[src/alp_pkg.sv]
`timescale 1ns / 1ps

package alp_pkg;

	localparam int DATA_W = 64;
	localparam int XMAG_W = 31;
	localparam int RAD_W  = 61;
	localparam int DEN_W  = 4;

	// Highest degree accepted; anything above it is reported as bad arguments.
	localparam logic [3:0] L_MAX = 4'd8;

	typedef logic [1:0] status_t;

	localparam status_t ST_OK  = 2'd0;
	localparam status_t ST_BAD = 2'd1;
	localparam status_t ST_SAT = 2'd2;

	localparam logic signed [DATA_W-1:0] Q32_ONE = 64'sh0000_0001_0000_0000;
	localparam logic signed [DATA_W-1:0] MIN64   = 64'sh8000_0000_0000_0000;
	localparam logic signed [DATA_W-1:0] MAX64   = 64'sh7FFF_FFFF_FFFF_FFFF;
	localparam logic signed [31:0]       X_ONE   = 32'sh4000_0000;
	localparam logic signed [31:0]       X_MONE  = 32'shC000_0000;

endpackage

[src/alp_div.sv]
`timescale 1ns / 1ps

module alp_div
	import alp_pkg::*;
(
	input  logic                     clk,
	input  logic                     arst_n,
	input  logic                     start,
	input  logic signed [DATA_W-1:0] num,
	input  logic [DEN_W-1:0]         den,
	output logic                     done,
	output logic signed [DATA_W-1:0] quot
);

	logic                     run_q;
	logic                     fin_q;
	logic                     done_q;
	logic [2:0]               cnt_q;
	logic                     neg_q;
	logic [DEN_W-1:0]         den_q;
	logic [DATA_W-1:0]        dvd_q;
	logic [DEN_W-1:0]         rem_q;
	logic signed [DATA_W-1:0] quot_q;
	logic [DATA_W-1:0]        base;
	logic [DATA_W-1:0]        addend;
	logic [DATA_W-1:0]        dvd_n;
	logic [DEN_W-1:0]         rem_n;
	logic [DEN_W:0]           part;

	// Magnitude plus half the divisor in one add, so that the quotient rounds half away.
	assign base   = num[DATA_W-1] ? ~num : num;
	assign addend = num[DATA_W-1] ? 64'(den >> 1) + 64'd1 : 64'(den >> 1);

	// Eight quotient bits a cycle; the remainder stays below the divisor.
	always_comb begin
		dvd_n = dvd_q;
		rem_n = rem_q;
		part  = '0;
		for (int j = 0; j < 8; j++) begin
			part  = {rem_n, dvd_n[DATA_W-1]};
			dvd_n = dvd_n << 1;
			if (part >= {1'b0, den_q}) begin
				rem_n    = 4'(part - {1'b0, den_q});
				dvd_n[0] = 1'b1;
			end else begin
				rem_n = part[DEN_W-1:0];
			end
		end
	end

	always_ff @(posedge clk or negedge arst_n) begin
		if (!arst_n) begin
			run_q  <= 1'b0;
			fin_q  <= 1'b0;
			done_q <= 1'b0;
			cnt_q  <= '0;
		end else begin
			done_q <= fin_q;
			fin_q  <= 1'b0;
			if (start) begin
				run_q <= 1'b1;
				cnt_q <= '0;
			end else if (run_q) begin
				cnt_q <= cnt_q + 3'd1;
				if (cnt_q == 3'd7) begin
					run_q <= 1'b0;
					fin_q <= 1'b1;
				end
			end
		end
	end

	always_ff @(posedge clk) begin
		if (start) begin
			dvd_q <= base + addend;
			rem_q <= '0;
			neg_q <= num[DATA_W-1];
			den_q <= den;
		end else if (run_q) begin
			dvd_q <= dvd_n;
			rem_q <= rem_n;
		end
		if (fin_q) begin
			quot_q <= neg_q ? -$signed(dvd_q) : $signed(dvd_q);
		end
	end

	assign done = done_q;
	assign quot = quot_q;

endmodule
[config.mk]
export PLATFORM = sky130hd
export DESIGN_NAME = alp_div
export DESIGN_NICKNAME = d
export VERILOG_FILES = /design/src/alp_pkg.sv /design/src/alp_div.sv
export SDC_FILE = /design/constraint.sdc
export NUM_CORES = 1
export LEC_CHECK = 0
export BUFFER_PORTS_ARGS = -buffer_cell sky130_fd_sc_hd__buf_2
export CORE_ASPECT_RATIO = 0.75
export CORE_MARGIN = 1.5
export CORE_UTILIZATION = 55
export DETAILED_ROUTE_END_ITERATION = 12
export GPL_TIMING_DRIVEN = 0
export PLACE_DENSITY_LB_ADDON = 0.25
export RECOVER_POWER = 25
export SLEW_MARGIN = 20
export SYNTH_ARGS = -nofsm -noshare
export SYNTH_HDL_FRONTEND = slang
export SYNTH_SLANG_ARGS = --single-unit
[constraint.sdc]
create_clock -name clk -period 16.1 [get_ports clk]
set_clock_uncertainty 0.05 [all_clocks]
set_input_delay 0.805 -clock clk [delete_from_list [all_inputs] [get_ports clk]]
set_output_delay 0.805 -clock clk [all_outputs]
set_load 0.02 [all_outputs]
==> summary.md <==
| Metric | Value |
|---|---|
| Die Y | 122 µm |
| Deepest clock path buffer count | 2 |
| CP Launch Type | register |
| Failing checks | max-capacitance violations, max-slew violations |
| IO Count | between 100 and 150 |
| Clock Latency Late Sink | between 400 and 500 ps |
| Period utilization | roughly 94% |
| Crit Path Class | reg2reg |
| Post-CTS Hold Buffers | 0 |
| Final net count | around 1300 |
| DR pass1 iterations | 5 |
| Initial antenna violation count | 0 |
| Die ar. | 19900 µm² |
| Distinct cells, synth | 82 |
| Drt drc | 0 |
| Syn avg cell area | around 10 µm² |
| Post-synth top area cell | edfxtp_1 |
| Largest net degree at the start of global routing | 62 |
| CTS buffer count | 17 |
| First-pass GRT wire length | around 43000 µm |
| Routed WL | between 20000 and 30000 µm |
| Post-synthesis sequential area ratio | about two fifths |
| CTS Sinks | about 140 |
| Post-Synth Adder-Cell Area | under 10% |
| Vias in the first global route | 7603 |
| Synth Area in Simple Gates | roughly 15% |
| Final hold vios | 0 |
| FF+latch count, synth | approximately 140 |
| Worst Hold Class | in2async |
| Reg2reg path depth | 60 |
| Worst flop-to-flop path startpoint | den_q[1]$_DFFE_PP_ |
| Max incr delay on CP | 550 ps |
| Die W | between 150 and 200 µm |
| Critical R2R Capture | dvd_q[0]$_DFFE_PP_ |
| Req. time, crit path | approximately 16000 ps |
| Post-synth top area share | between 30% and 40% |
| Diode count | 0 |
| Slowest-stage cell, CP | edfxtp_1 |
| Post-Syn Instances | ~1000 |
| Max Cap Violations | 1 |
| Syn-to-layout area delta | 15.4% |
| Area contributors post-synth | edfxtp_1 38%, xnor2_1 11%, ha_1 4.8% |
| Post-synth top cells | 133 x edfxtp_1, 133 x xnor2_1, 80 x nor2_1 |
| Wirelength per Cell | roughly 20 µm |
| DRT antenna net count | 0 |
| RSZ-0062 raised after global routing | false |
| Core area | between 15000 and 20000 µm² |
| H-Tree Depth | 4 |
| CTS tree | yes |
| Async SR Flop Fraction | between 4 and 5% |
| Max_slew headroom | -118% |
| GP Congestion | 0.949 |
| CTS clk-pin slew, worst paths | about 60 ps |
| Max Fclk | around 66 MHz |
| Main combinational cell family by area after synthesis | simple AND/OR/NAND/NOR gates |
| GRT Total Usage | around 29% |
| Vias | 8687 |
| Top_reg_cell synth | edfxtp_1 |
| Slew Viols, Final | 62 |
| Slew at the pin with the worst max-slew slack | 3270 ps |
| Post-Route Setup TNS | 0 ps |
| Post-synthesis xor/xnor area fraction | between 10% and 20% |
| Via-per-instance ratio | roughly 6.0 |
| Root Buffer | clkbuf_16 |
| Initial Utilization | a little under three fifths |
| Grt total ovfl | 0 |
| First DRT Iteration DRCs | about 1100 |
| Critical Path AT | between 15000 and 20000 ps |
| Number of synthesized flops with an enable pin | approximately 130 |
| Layout cells sized above 1 | 19.6% |
| Post-synthesis cell area | around 10000 µm² |
| Element type at the critical path end | register |
| Dpl hpwl | 22100 µm |
| Mapped Nets | 1145 |
| Port Buffers | approximately 130 |
| Post-synthesis mux area share | around 6.9% |
| R2R setup slack | about 980 ps |
| Post-synthesis compound-gate area fraction | between 10% and 20% |
| Min Tclk post-route | between 15000 and 20000 ps |
| Rows | 43 |
| Synth warn | 0 |
| Crit Path Max Fanout | 10 |
| CP dominant cell by count | ha_1 |
| # setup viols final | 0 |
| Status | finished with violations |
[state kept, by name (all words and copies together), names as in the netlist]
register,cells
run_q,1
rem_q,4
den_q,4
dvd_q,64
fin_q,1
neg_q,1
quot,64
done,1
cnt_q,3
[cell families (layout without fill, tap and decap cells)]
kind of cell	Yosys count	count (layout)
flip-flops	143	143
multiplexers	67	67
AND/OR/NAND/NOR	279	279
adder cells (fa/ha/maj)	49	49
buffers and inverters	86	258
AO/OA/AOI/OAI	236	236
XOR/XNOR	165	165
[repair_timing]
action | 4_1_cts | 5_1_grt
setup buffers | 0 | 4
resized for setup | 0 | 2
setup endpoints to repair | 0 | 5
[worst max path at each step]
stage          slack, ps          startpoint                 end
2_1_floorplan       3640  den_q[1]$_DFFE_PP_  dvd_q[0]$_DFFE_PP_
3_3_place_gp         940  den_q[1]$_DFFE_PP_  dvd_q[0]$_DFFE_PP_
3_5_place_dp         710  den_q[1]$_DFFE_PP_  dvd_q[0]$_DFFE_PP_
4_1_cts              610  den_q[1]$_DFFE_PP_  dvd_q[0]$_DFFE_PP_
5_1_grt              100  den_q[1]$_DFFE_PP_  dvd_q[0]$_DFFE_PP_
6_report             980  den_q[1]$_DFFE_PP_  dvd_q[0]$_DFFE_PP_
[area by class of cell]
class | count | area, µm²
fill | 1466 | 6480
inverter | 49 | 190
clock buffer | 18 | 429
timing repair buffer | 140 | 722
clock inverter | 14 | 133
sequential | 143 | 4230
tap | 247 | 309
multi-input combinational | 796 | 5930
buffer | 37 | 140
[layout by cell type, fill, tap and decap left out, drive strengths merged, types with 11 or more instances in the layout]
| cell type | n |
|---|---|
| xnor2 | 133 |
| a21oi | 74 |
| ha | 40 |
| mux2 | 39 |
| mux2i | 28 |
| inv | 53 |
| edfxtp | 133 |
| o31ai | 16 |
| nand2 | 66 |
| a21o | 15 |
| or3 | 19 |
| nor2 | 80 |
| xor2 | 32 |
| buf | 132 |
| nand2b | 21 |
| o21ai | 56 |
| clkbuf | 63 |
| o22ai | 11 |
[per-layer routing]
layer  share of wire, %  GRT usage (%)  vias up
met4                1.0           5.85        0
met5                  0              0        -
li1                   -              -     4073
met1                 47           45.6     4139
met3                 10           5.75       29
met2                 41           41.3      446
[per-stage QoR]
step / cells / util, % / hold slack (ps) / setup slack, ps / cell area (µm²)
after global routing: 1444 / 65.1 / 227 / 95.9 / 12100
after floorplan: 1025 / - / 387 / 3640 / 10500
after CTS: 1440 / 65.0 / 128 / 611 / 12100
after detailed placement: 1408 / 62.0 / 447 / 711 / 11500
after global placement: 1406 / 61.7 / 438 / 936 / 11400
final: 1444 / 65.1 / 202 / 980 / 12100
[critical path, delay by kind of cell (launching register included)]
family,cells,cell delay (ps)
compound gates,26,6310
fa+ha+maj,8,2530
buf+inv,8,1750
flops,1,550
mux,5,1780
simple gates,13,1930
Power is left out: the tool's default activity adds up to more than one toggle a clock period on the data nets, which glitch-free logic cannot reach.
