`config.mk`:
```
export PLATFORM = sky130hd
export DESIGN_NAME = alp_isqrt
export DESIGN_NICKNAME = d
export VERILOG_FILES = /design/src/alp_pkg.sv /design/src/alp_isqrt.sv
export SDC_FILE = /design/constraint.sdc
export NUM_CORES = 1
export LEC_CHECK = 0
export BUFFER_PORTS_ARGS = -buffer_cell sky130_fd_sc_hd__clkbuf_2
export CORE_MARGIN = 3
export CORE_UTILIZATION = 35
export DETAILED_ROUTE_END_ITERATION = 8
export PLACE_DENSITY_LB_ADDON = 0.1
export SYNTH_ARGS = -nofsm -noshare
export SYNTH_HDL_FRONTEND = slang
export SYNTH_SLANG_ARGS = --single-unit
```
`constraint.sdc`:
```
create_clock -name clk -period 13.6 [get_ports clk]
set_clock_uncertainty 0.2 [all_clocks]
set_input_delay 2.72 -clock clk [delete_from_list [all_inputs] [get_ports clk]]
set_output_delay 2.72 -clock clk [all_outputs]
set_load 0.1 [all_outputs]
```
`src/alp_pkg.sv`:
```
`timescale 1ns / 1ps

package alp_pkg;

	localparam int DATA_W = 64;
	localparam int XMAG_W = 31;
	localparam int RAD_W  = 61;
	localparam int DEN_W  = 4;

	// Highest degree accepted; anything above it is reported as bad arguments.
	localparam logic [3:0] L_MAX = 4'd8;

	typedef logic [1:0] status_t;

	localparam status_t ST_OK  = 2'd0;
	localparam status_t ST_BAD = 2'd1;
	localparam status_t ST_SAT = 2'd2;

	localparam logic signed [DATA_W-1:0] Q32_ONE = 64'sh0000_0001_0000_0000;
	localparam logic signed [DATA_W-1:0] MIN64   = 64'sh8000_0000_0000_0000;
	localparam logic signed [DATA_W-1:0] MAX64   = 64'sh7FFF_FFFF_FFFF_FFFF;
	localparam logic signed [31:0]       X_ONE   = 32'sh4000_0000;
	localparam logic signed [31:0]       X_MONE  = 32'shC000_0000;

endpackage

```
`src/alp_isqrt.sv`:
```
`timescale 1ns / 1ps

module alp_isqrt
	import alp_pkg::*;
(
	input  logic              clk,
	input  logic              arst_n,
	input  logic              start,
	input  logic [RAD_W-1:0]  rad,
	output logic              done,
	output logic [XMAG_W-1:0] root
);

	localparam logic [RAD_W-1:0] TOP_BIT = 61'h1000_0000_0000_0000;

	logic              run_q;
	logic              done_q;
	logic [RAD_W-1:0]  v_q;
	logic [RAD_W:0]    r_q;
	logic [RAD_W-1:0]  bit_q;
	logic [RAD_W:0]    trial;
	logic              fits;

	assign trial = r_q + {1'b0, bit_q};
	assign fits  = {1'b0, v_q} >= trial;

	always_ff @(posedge clk or negedge arst_n) begin
		if (!arst_n) begin
			run_q  <= 1'b0;
			done_q <= 1'b0;
		end else begin
			done_q <= 1'b0;
			if (start) begin
				run_q <= 1'b1;
			end else if (run_q && bit_q[0]) begin
				run_q  <= 1'b0;
				done_q <= 1'b1;
			end
		end
	end

	// One result bit per cycle, 31 bits for the full radicand.
	always_ff @(posedge clk) begin
		if (start) begin
			v_q   <= rad;
			r_q   <= '0;
			bit_q <= TOP_BIT;
		end else if (run_q) begin
			if (fits) begin
				v_q <= v_q - trial[RAD_W-1:0];
				r_q <= (r_q >> 1) + {1'b0, bit_q};
			end else begin
				r_q <= r_q >> 1;
			end
			bit_q <= bit_q >> 2;
		end
	end

	assign done = done_q;
	assign root = r_q[XMAG_W-1:0];

endmodule

```
==> results.md, run 1 <==
* Antenna violations before repair at 3
* Avg Inst Size Synth at 8.09 sq um
* Flop pwr share at 23.7%
* CTS Buf Count at 17
* Pwr dens at 207 nW/um^2
* Combinational power share at 60.1%
* Core Box Area at 39200 sq um
* Placer Congestion at 0.875
* Slew headroom at 33.6%
* CP cell instances: ha_1, a31oi_1, o2111a_1, nor3_1, a21oi_1, o21ai_1, a21oi_1, o31ai_4, a41oi_1, o21ai_0, nand2_1, xor2_1, ha_1, nand4_1, nor2_1, and4_1, a31o_1, a2111oi_1, o21bai_1, o21ba_2, nor2_4, nand2_1, nand2_2, buf_4
* Hold-fix buffers, CTS at 0
* Ys async rst share at 1.28%
* Fin crit period at 7800 ps
* Placed Cells at 2240
* Number of port buffers at 95
* Warnings, synthesis at 0
* Tcrit/Tclk final at 57.4%
* Fmax at 0.128 GHz
* Die Area at 42600 sq um
* R2r setup slk at 5800 ps
* Nets@finish at 1931
* Post-Syn Instances at 1736
* Peak supply drop at 171 uV
* Reg2reg start: r_q[2]
* DRT iter0 DRCs at 706
* Slew Limit Fails at 0
* Worst Setup Start Kind: flip-flop
* CP max FO at 34
* Worst Hold Class: flip-flop to flip-flop
* Synth Net Count at 1926
* Register bit total from synthesis at 156
* Register area share after synthesis at 26.7%
* Final WL at 41900 microns
* First-pass GRT wire length at 66400 microns
* Worst reg2reg path depth at 24
* Gr usage total at 19.7%
* DR WL/cell at 18.5 microns
* CTS tree: built
* RR Endpoint: v_q[23]
* Post-synth cell types at 82
* Vias per inst at 5.53
* P_int at 1.69 mW
* Status: finished, final reports clean
* Sum Neg Setup Slack at 0 ps
* PostCTS Resize Cnt at 0
* Router iterations before antenna repair at 5
* Clock share of power at 16.2%
* Crit. End Element: flip-flop
* Clk Latency, worst-skew pair at 450 ps
* RSZ-0062 raised after global routing: no
* CTS H-tree lvls at 4
* Crit-path slowest cell: o21ba_2
* Final Hold Viols at 0
* DPL Wire Length at 31300 microns
* Share of post-route cells with drive strength above 1 at 10.1%
* Root buffer cell: clkbuf_16
* Crit path max-delay family: compound AO/OA/AOI/OAI gates
* Clock transition at the registers of the reported paths at 70 ps
* Post-route insts no fill at 2272
* Die height at 206 microns
* Ys flop type: dfxtp_1
* GRT overflow at 0
* WHS Endpoint: r_q[0]
* Number of global-route vias before repair at 12.2k
* Die W at 206 microns
* Ports at 96
* Area Growth Syn to Fin at 8.64%
* Diodes inserted at 0
* Row cnt at 72
* Clock sink total at 156
* Max incr delay on CP at 750 ps
* Post-CTS Setup Inserts at 0
* NetSw at 1.47 mW
* Crit path buf inv count at 1
* WP data required at 13550 ps
* LEAKAGE at 6.22 nW
* Worst path arrival time at 7750 ps
* Number of max-cap violations at 0
* Largest net degree at the start of global routing at 91
* Final setup violation count at 0
* Min-delay src: r_q[0]
* Max clock buf depth at 2
* Fillers at 4092
* Via count at 12.6k
* Worst-Margin Slew at 997 ps
* # DRC at 0
* Post-synth EDFFs at 61
* CP Class: flip-flop to flip-flop
* Worst Hold Depth at 2
* Sw Ratio at 46.6%
* Starting density of the core at 35.8%
* Synthesized cell area at 14000 sq um
* Final ANT Viol Nets at 0
how the worst max path moves through the flow:
stage	from	endpoint	slack, ps	cells after the start
final	r_q[2]	v_q[23]	5800	24
after global routing	r_q[4]	v_q[29]	5190	24
after CTS	r_q[4]	v_q[29]	5750	24
after detailed placement	r_q[4]	v_q[32]	5790	24
after global placement	r_q[4]	v_q[33]	5950	24
after floorplan	r_q[8]	v_q[0]	6750	25
flip-flops by register name, indices dropped and copies added, names as in the netlist:
register	flops
bit_q	31
r_q	62
run_q	1
done	1
v_q	61
through the flow:
step                hold slack [ps]  power [mW]  area, sq um  util, %  worst slack, ps
floorplan                       282        2.23        14000        -             6750
global placement                311        2.65        14700     37.4             5950
detailed placement              324        2.64        14700     37.4             5790
CTS                             341        3.17        15300     38.9             5750
global route                    366        3.42        15300     38.9             5190
finish                          340        3.16        15300     38.9             5800
synthesized netlist by cell type (all sizes together), types with 13 or more instances:
library cell  instances  share of area (%)
dfxtp                93                 13
nor3                 24               0.86
nand3                28                1.0
edfxtp               61                 13
o31ai                24                1.5
or3                  25                1.1
xnor2                76                4.7
nor2                149                4.0
a21oi               129                4.6
xor2                 76                4.7
nor2b                15               0.67
a31oi                55                2.4
a31o                 16                1.0
ha                  125                 11
o21bai               30                1.6
nand2               195                5.2
clkbuf               59                1.6
and3                 13               0.58
inv                  43                1.1
nand4                32                1.4
a211oi               55                3.0
o21ai               134                4.8
a21o                 36                1.9
mux2i                50                3.6
buf                  57                2.6
per-layer routing:
metal	vias up	wire length (microns)	GRT usage, %
li1	6393	-	-
met3	37	2050	3.83
met2	241	19300	32.7
met5	-	0	0
met4	0	569	4.10
met1	5888	20000	26.7
layout make-up:
cell class / instances / area [sq um] / area share [%]
inverters: 44 / 165 / 1.08
flip-flops and latches: 156 / 3750 / 24.6
well taps: 518 / 648 / 4.25
multi-input cells: 1420 / 9560 / 62.6
clock buffers: 22 / 508 / 3.33
repair buffers: 102 / 534 / 3.50
clock inverters: 10 / 97.6 / 0.640
power groups by stage:
| stage | registers (mW) | clock network (mW) | logic (mW) |
|---|---|---|---|
| 5_1_grt | 0.763 | 0.541 | 2.12 |
| 4_1_cts | 0.749 | 0.524 | 1.90 |
| 6_report | 0.748 | 0.511 | 1.90 |
| 3_3_place_gp | 0.758 | 0 | 1.89 |
| 2_1_floorplan | 0.725 | 0 | 1.51 |
| 3_5_place_dp | 0.754 | 0 | 1.89 |
kinds of logic (layout without fill, tap and decap cells):
kind of cell,Yosys count,after routing,synth area share [%]
AO/OA/AOI/OAI,559,559,25.9
XOR/XNOR,152,152,9.48
adder cells (fa/ha/maj),126,126,11.3
buffers and inverters,160,178,5.36
flip-flops,156,156,26.7
multiplexers,56,56,4.04
AND/OR/NAND/NOR,527,527,17.3
worst min-delay path, delay by kind of cell, from the launching register on:
kind,cells,cell delay [ps]
DFF,1,340
and+or+nand+nor,1,90
AOI/OAI and AO/OA,1,60
layout by cell type (no fill, tap or decap), types with 9 or more instances in the layout:
| master | synthesis | final |
|---|---|---|
| nor2_1 | 148 | 148 |
| a21oi_1 | 129 | 129 |
| clkbuf_16 | 0 | 20 |
| clkbuf_2 | 1 | 94 |
| nand3_1 | 28 | 28 |
| xnor2_1 | 76 | 76 |
| nor4_1 | 11 | 11 |
| and3_1 | 13 | 13 |
| edfxtp_1 | 61 | 61 |
| o211ai_1 | 9 | 9 |
| a21boi_0 | 9 | 9 |
| a211oi_1 | 54 | 54 |
| mux2i_1 | 50 | 50 |
| inv_1 | 43 | 43 |
| nand2_1 | 194 | 193 |
| nand4_1 | 32 | 32 |
| nor3_1 | 24 | 24 |
| a21o_1 | 36 | 36 |
| ha_1 | 125 | 125 |
| a31oi_1 | 55 | 55 |
| xor2_1 | 76 | 75 |
| o31ai_1 | 22 | 22 |
| dfxtp_1 | 93 | 93 |
| nor2b_1 | 15 | 15 |
| o21bai_1 | 30 | 30 |
| o21ai_1 | 14 | 14 |
| a31o_2 | 15 | 15 |
| o21ai_0 | 120 | 120 |
| or3_1 | 24 | 24 |
(Power assumes the default switching activity.)
==> inputs of run 2 (changes only) <==
- clock period: 13.6 -> 7.3 ns (I/O delays scaled with it)
==> run 2 against run 1 <==
Against the previous run:
- via count rose by 1.3%
- first-iteration DRC count rose by 8.2%
- core utilization rose by 0.38 points
- sequential share of layout area fell by 0.24 points
- routed wire length fell by 0.16%
- highest routed layer unchanged
- worst setup slack got worse by 5200 ps
- critical path depth rose by 1
- cell count rose by 0.62%
==> results.md, run 2 (synthesis gave the netlist of run 1 again) <==
* Status: finished, final reports clean
* Area Growth Syn to Fin at 9.71%
* CTS H-tree lvls at 4 (unchanged)
* Final ANT Viol Nets at 0 (unchanged)
* Worst Hold Class: flip-flop to flip-flop
* Clock transition at the registers of the reported paths at 70 ps (about the same)
* Clk Latency, worst-skew pair at 470 ps (+20 ps)
* Register with the most flip-flops: r_q
* Row cnt at 72 (unchanged)
* Die W at 206 microns (unchanged)
* CP max FO at 30 (-12%)
* Commonest non-fill, non-tap cells in the layout: nand2_1 (193), nor2_1 (148), a21oi_1 (129)
* Slew headroom at 41.0% (+7.4 points)
* Router iterations before antenna repair at 5 (unchanged)
* Met1 WL at 20000 microns (about the same)
* Number of global-route vias before repair at 12.2k (+0.51%)
* Root buffer cell: clkbuf_16
* Worst Setup Start Kind: flip-flop
* Leading cell type in the layout, fill and taps excluded: nand2_1
* Largest register FFs at 62 (unchanged)
* Diodes inserted at 0 (unchanged)
* CTS Buf Count at 17 (unchanged)
* Final setup violation count at 0 (unchanged)
* Reg2reg start: r_q[4]
* RR Endpoint: r_q[60]
* Clock sink total at 156 (unchanged)
* Min-delay src: r_q[0]
* Max clock buf depth at 2 (unchanged)
* Placer Congestion at 0.878 (+0.30%)
* First-pass GRT wire length at 66900 microns (+0.76%)
* Worst Hold Depth at 2 (unchanged)
* Highest routed layer: met4
* CP Class: flip-flop to flip-flop
* R2r setup slk at 640 ps (-5160 ps)
* Die Area at 42600 sq um (unchanged)
* Tcrit/Tclk final at 91.2% (+34 points)
* Gr usage total at 19.9% (+0.18 points)
* Ports at 96 (unchanged)
* Peak supply drop at 249 uV (+46%)
* Post-route insts no fill at 2286 (+0.62%)
* Slew Limit Fails at 0 (unchanged)
* Vias per inst at 5.57 (+0.68%)
* Met2 WL at 19300 microns (about the same)
* Crit-path slowest cell: ha_1
* Fin crit period at 6660 ps (-1140 ps)
* Sum Neg Setup Slack at 0 ps (unchanged)
* Worst reg2reg path depth at 25 (+4.2%)
* Worst path arrival time at 6770 ps (-980 ps)
* WHS Endpoint: r_q[0]
* Biggest regs: r_q x62, v_q x61, bit_q x31
* DR WL/cell at 18.3 microns (-0.77%)
* Final WL at 41900 microns (-0.16%)
* Number of port buffers at 95 (unchanged)
* Die height at 206 microns (unchanged)
* WP data required at 7410 ps (-6140 ps)
* Post-CTS Setup Inserts at 0 (unchanged)
* Crit. End Element: flip-flop
* LEAKAGE at 6.31 nW (+1.6%)
* Pre-CTS WS at 419 ps (-5370 ps)
* CTS tree: built
* Via count at 12.7k (+1.3%)
* Placed Cells at 2254 (+0.63%)
* Share of post-route cells with drive strength above 1 at 10.9% (+0.77 points)
* # DRC at 0 (unchanged)
* Final Hold Viols at 0 (unchanged)
* GRT overflow at 0 (unchanged)
* Number of max-cap violations at 0 (unchanged)
* Core Box Area at 39200 sq um (unchanged)
* RSZ-0062 raised after global routing: no
* Largest net degree at the start of global routing at 150 (+65%)
* Fmax at 0.150 GHz (+17%)
* Met3 WL at 1870 microns (-8.7%)
* Worst-Margin Slew at 886 ps (-111 ps)
* Starting density of the core at 35.8% (unchanged)
* DRT iter0 DRCs at 764 (+8.2%)
* Antenna violations before repair at 1 (-2)
* Nets@finish at 1945 (+0.73%)
* Pwr dens at 387 nW/um^2 (+87%)
* Setup ws final at 644 ps (-5160 ps)
* DPL Wire Length at 31500 microns (+0.43%)
* Max incr delay on CP at 410 ps (-340 ps)
[run 2: cell types whose count changed in the layout (fill, tap and decap cells not counted)]
cell / change
clkbuf_8: +1
buf_12: +4
clkbuf_16: -1
buf_4: +10
inv_6: -1
clkinv_4: +3
o21ai_1: -1
clkinvlp_4: -2
o21ai_2: +1
[run 2: worst max path at each step]
stage	from	to	slack, ps	cells past startpoint
after floorplan	r_q[8]	v_q[0]	450	25
after global placement	r_q[4]	r_q[60]	600	25
after detailed placement	r_q[4]	r_q[60]	420	25
after global routing	r_q[4]	r_q[41]	150	24
after CTS	r_q[4]	r_q[60]	400	25
final	r_q[4]	r_q[60]	640	25
[run 2: what timing repair did]
| action | 4_1_cts | 5_1_grt |
|---|---|---|
| hold buffers | 0 | 0 |
| setup endpoints to repair | 0 | 1 |
| resized for setup | 0 | 1 |
[run 2: worst max-delay path: cells and delay by family (launching register included)]
kind / cells / cell delay, ps
compound gates: 13 / 3090
xor+xnor: 1 / 170
fa+ha+maj: 2 / 800
buf+inv: 1 / 360
flops: 1 / 400
simple gates: 8 / 1450
[run 2: metal layers]
| metal | GRT usage [%] | vias up |
|---|---|---|
| li1 | - | 6437 |
| met2 | 32.4 | 239 |
| met3 | 3.76 | 43 |
| met5 | 0 | - |
| met1 | 27.1 | 6003 |
| met4 | 5.07 | 0 |
[run 2: power by group]
part	total, mW	leakage (nW)	internal [mW]	switching, mW
combinational	3.64	4.61	1.43	2.20
clock	0.940	0.296	0.523	0.417
sequential	1.38	1.40	1.24	0.142
total	5.96	6.31	3.20	2.76
[run 2: per-stage QoR]
step	power (mW)	hold slack (ps)	util, %	area, sq um
6_report	5.96	343	39.3	15400
5_1_grt	6.45	392	39.3	15400
4_1_cts	5.99	349	39.3	15400
3_5_place_dp	5.02	340	37.8	14800
3_3_place_gp	5.01	331	37.8	14800
2_1_floorplan	4.16	282	-	14000
[run 2: area by class of cell]
class / count / area, sq um
clock inverter: 10 / 100
tap: 518 / 648
multi-input combinational: 1420 / 9560
inverter: 44 / 165
sequential: 156 / 3750
timing repair buffer: 116 / 689
clock buffer: 22 / 497
fill: 4112 / 23800
==> inputs of run 3 (changes only) <==
- CELL_PAD_IN_SITES_DETAIL_PLACEMENT: default -> 1
- CELL_PAD_IN_SITES_GLOBAL_PLACEMENT: default -> 1
==> run 3 against run 2 <==
Against the previous run:
- routed wire length grew 7.6%
- core utilization grew 0.23 points
- sequential share of layout area shrank 0.14 points
- power grew 2.4%
- register-to-register slack lost 170 ps
- worst hold slack gained 6.1 ps
- first-iteration DRC count shrank 26%
- critical endpoint is now r_q[7]
- sequential cell count is the same
- cell area grew 0.59%
- cell count grew 0.35%
==> results.md, run 3 (synthesis gave the netlist of run 1 again) <==
* Status: finished, final reports clean
* Leading cell type in the layout, fill and taps excluded: nand2_1
* Clock sink total at 156 (unchanged)
* Fin crit period at 6820 ps (+168 ps)
* Biggest regs: r_q x62, v_q x61, bit_q x31
* Hold slack at 350 ps (+6.07 ps)
* LEAKAGE at 6.37 nW (+0.87%)
* Die W at 206 microns (unchanged)
* Post-route insts no fill at 2294 (+0.35%)
* Max incr delay on CP at 420 ps (about the same)
* Overall power at 6.10 mW (+2.4%)
* Worst path arrival time at 6980 ps (+210 ps)
* Die height at 206 microns (unchanged)
* Vias per inst at 5.54 (-0.40%)
* Router iterations before antenna repair at 5 (unchanged)
* Tcrit/Tclk final at 93.5% (+2.3 points)
* Placed Area at 14900 sq um (+0.41%)
* # DRC at 0 (unchanged)
* Antenna violations before repair at 3 (+2)
* Number of port buffers at 95 (unchanged)
* Reg2reg start: r_q[2]
* Setup ws final at 476 ps (-168 ps)
* CTS tree: built
* DPL Wire Length at 34600 microns (+10%)
* Clock transition at the registers of the reported paths at 70 ps (about the same)
* DR WL/cell at 19.6 microns (+7.2%)
* Number of global-route vias before repair at 13.2k (+7.6%)
* Crit. End Element: flip-flop
* Post-CTS Setup Inserts at 0 (unchanged)
* Die Area at 42600 sq um (unchanged)
* Area Growth Syn to Fin at 10.4%
* Crit path buf inv count at 3 (+2)
* Slew Limit Fails at 0 (unchanged)
* Largest net degree at the start of global routing at 88 (-41%)
* RSZ-0062 raised after global routing: no
* Worst Hold Class: flip-flop to flip-flop
* Crit path launch: r_q[2]
* Worst-Margin Slew at 983 ps (+97.7 ps)
* Core Box Area at 39200 sq um (unchanged)
* Crit-path slowest cell: or3_1
* CP max FO at 31 (+3.3%)
* Row cnt at 72 (unchanged)
* Worst reg2reg path depth at 26 (+4.0%)
* Diodes inserted at 0 (unchanged)
* Pwr dens at 394 nW/um^2 (+1.8%)
* Fillers at 4740 (+15%)
* Peak supply drop at 189 uV (-24%)
* CTS Buf Count at 17 (unchanged)
* Ports at 96 (unchanged)
* Final Hold Viols at 0 (unchanged)
* Min-delay src: r_q[0]
* Post-route cell area at 15500 sq um (+0.59%)
* Starting density of the core at 35.8% (unchanged)
* Gr usage total at 21.2% (+1.3 points)
* Nets@finish at 1953 (+0.41%)
* Worst path depth at 26 (+4.0%)
* Final WL at 45000 microns (+7.6%)
* Critical Path Sink: r_q[7]
* Clk Latency, worst-skew pair at 460 ps (about the same)
* Slew headroom at 34.5% (-6.5 points)
* R2r setup slk at 480 ps (-170 ps)
* Placed Cells at 2262 (+0.35%)
* Placer Congestion at 0.860 (-2.0%)
* Commonest non-fill, non-tap cells in the layout: nand2_1 (193), nor2_1 (148), a21oi_1 (129)
* Number of max-cap violations at 0 (unchanged)
* Register with the most flip-flops: r_q
* First-pass GRT wire length at 71300 microns (+6.6%)
* CTS H-tree lvls at 4 (unchanged)
* Max clock buf depth at 2 (unchanged)
* Crit path max-delay family: compound AO/OA/AOI/OAI gates
* Pre-CTS WS at 354 ps (-65.2 ps)
* Fmax at 0.147 GHz (-2.5%)
* Final ANT Viol Nets at 0 (unchanged)
* Final core occ at 39.6% (+0.23 points)
* Hold-fix buffers, CTS at 0 (unchanged)
* GRT overflow at 0 (unchanged)
* WP data required at 7460 ps (+50 ps)
* Share of post-route cells with drive strength above 1 at 11.4% (+0.51 points)
* RR Endpoint: r_q[7]
* Worst Setup Start Kind: flip-flop
* CP Class: flip-flop to flip-flop
* DRT iter0 DRCs at 566 (-26%)
* Largest register FFs at 62 (unchanged)
* Root buffer cell: clkbuf_16
* Sum Neg Setup Slack at 0 ps (unchanged)
* Final setup violation count at 0 (unchanged)
* Via count at 12.7k (-0.055%)
==> run 3: cell types whose count changed in the layout (fill, tap and decap cells not counted), sizes merged <==
cell / delta
buf: +8
clkinv: +1
clkbuf: -3
bufinv: +1
inv: +1
==> run 3: worst min-delay path, delay by kind of cell, from the launching register on <==
family / cells / cell delay [ps]
AOI/OAI and AO/OA: 1 / 60
and+or+nand+nor: 1 / 100
DFF: 1 / 340
==> run 3: layout make-up <==
cell class | count | area, sq um | share of cell area, %
Tap cell | 518 | 648 | 4.18
Clock buffer | 19 | 475 | 3.07
Multi-Input combinational cell | 1420 | 9570 | 61.7
Clock inverter | 13 | 150 | 0.969
Inverter | 44 | 165 | 1.07
Timing Repair Buffer | 124 | 749 | 4.83
Sequential cell | 156 | 3750 | 24.2
==> run 3: worst min-delay path by stage <==
stage / slack [ps] / endpoint / depth (start not counted)
global placement: 310 / r_q[0] / 2
floorplan: 280 / bit_q[60] / 1
detailed placement: 340 / r_q[0] / 2
CTS: 360 / r_q[0] / 2
global route: 390 / r_q[32] / 2
finish: 350 / r_q[0] / 2
==> run 3: per-layer routing <==
metal | track usage (%) | vias up | share of wire [%] | wire length, microns
met3 | 4.02 | 31 | 3.2 | 1440
met2 | 36.0 | 134 | 47 | 21300
met5 | 0 | - | 0.029 | 13
met1 | 28.1 | 6128 | 48 | 21600
met4 | 4.68 | 2 | 1.4 | 622
li1 | - | 6420 | - | -
==> run 3: repair_timing <==
action                     in CTS  in global routing
setup endpoints to repair       0                  2
resized for setup               0                  1
hold endpoints to repair        0                  0
==> run 3: report_power, final <==
part | switching, mW | leakage [nW] | internal, mW
registers | 0.136 | 1.40 | 1.24
logic | 2.27 | 4.65 | 1.47
clock network | 0.434 | 0.312 | 0.553
total | 2.84 | 6.37 | 3.26
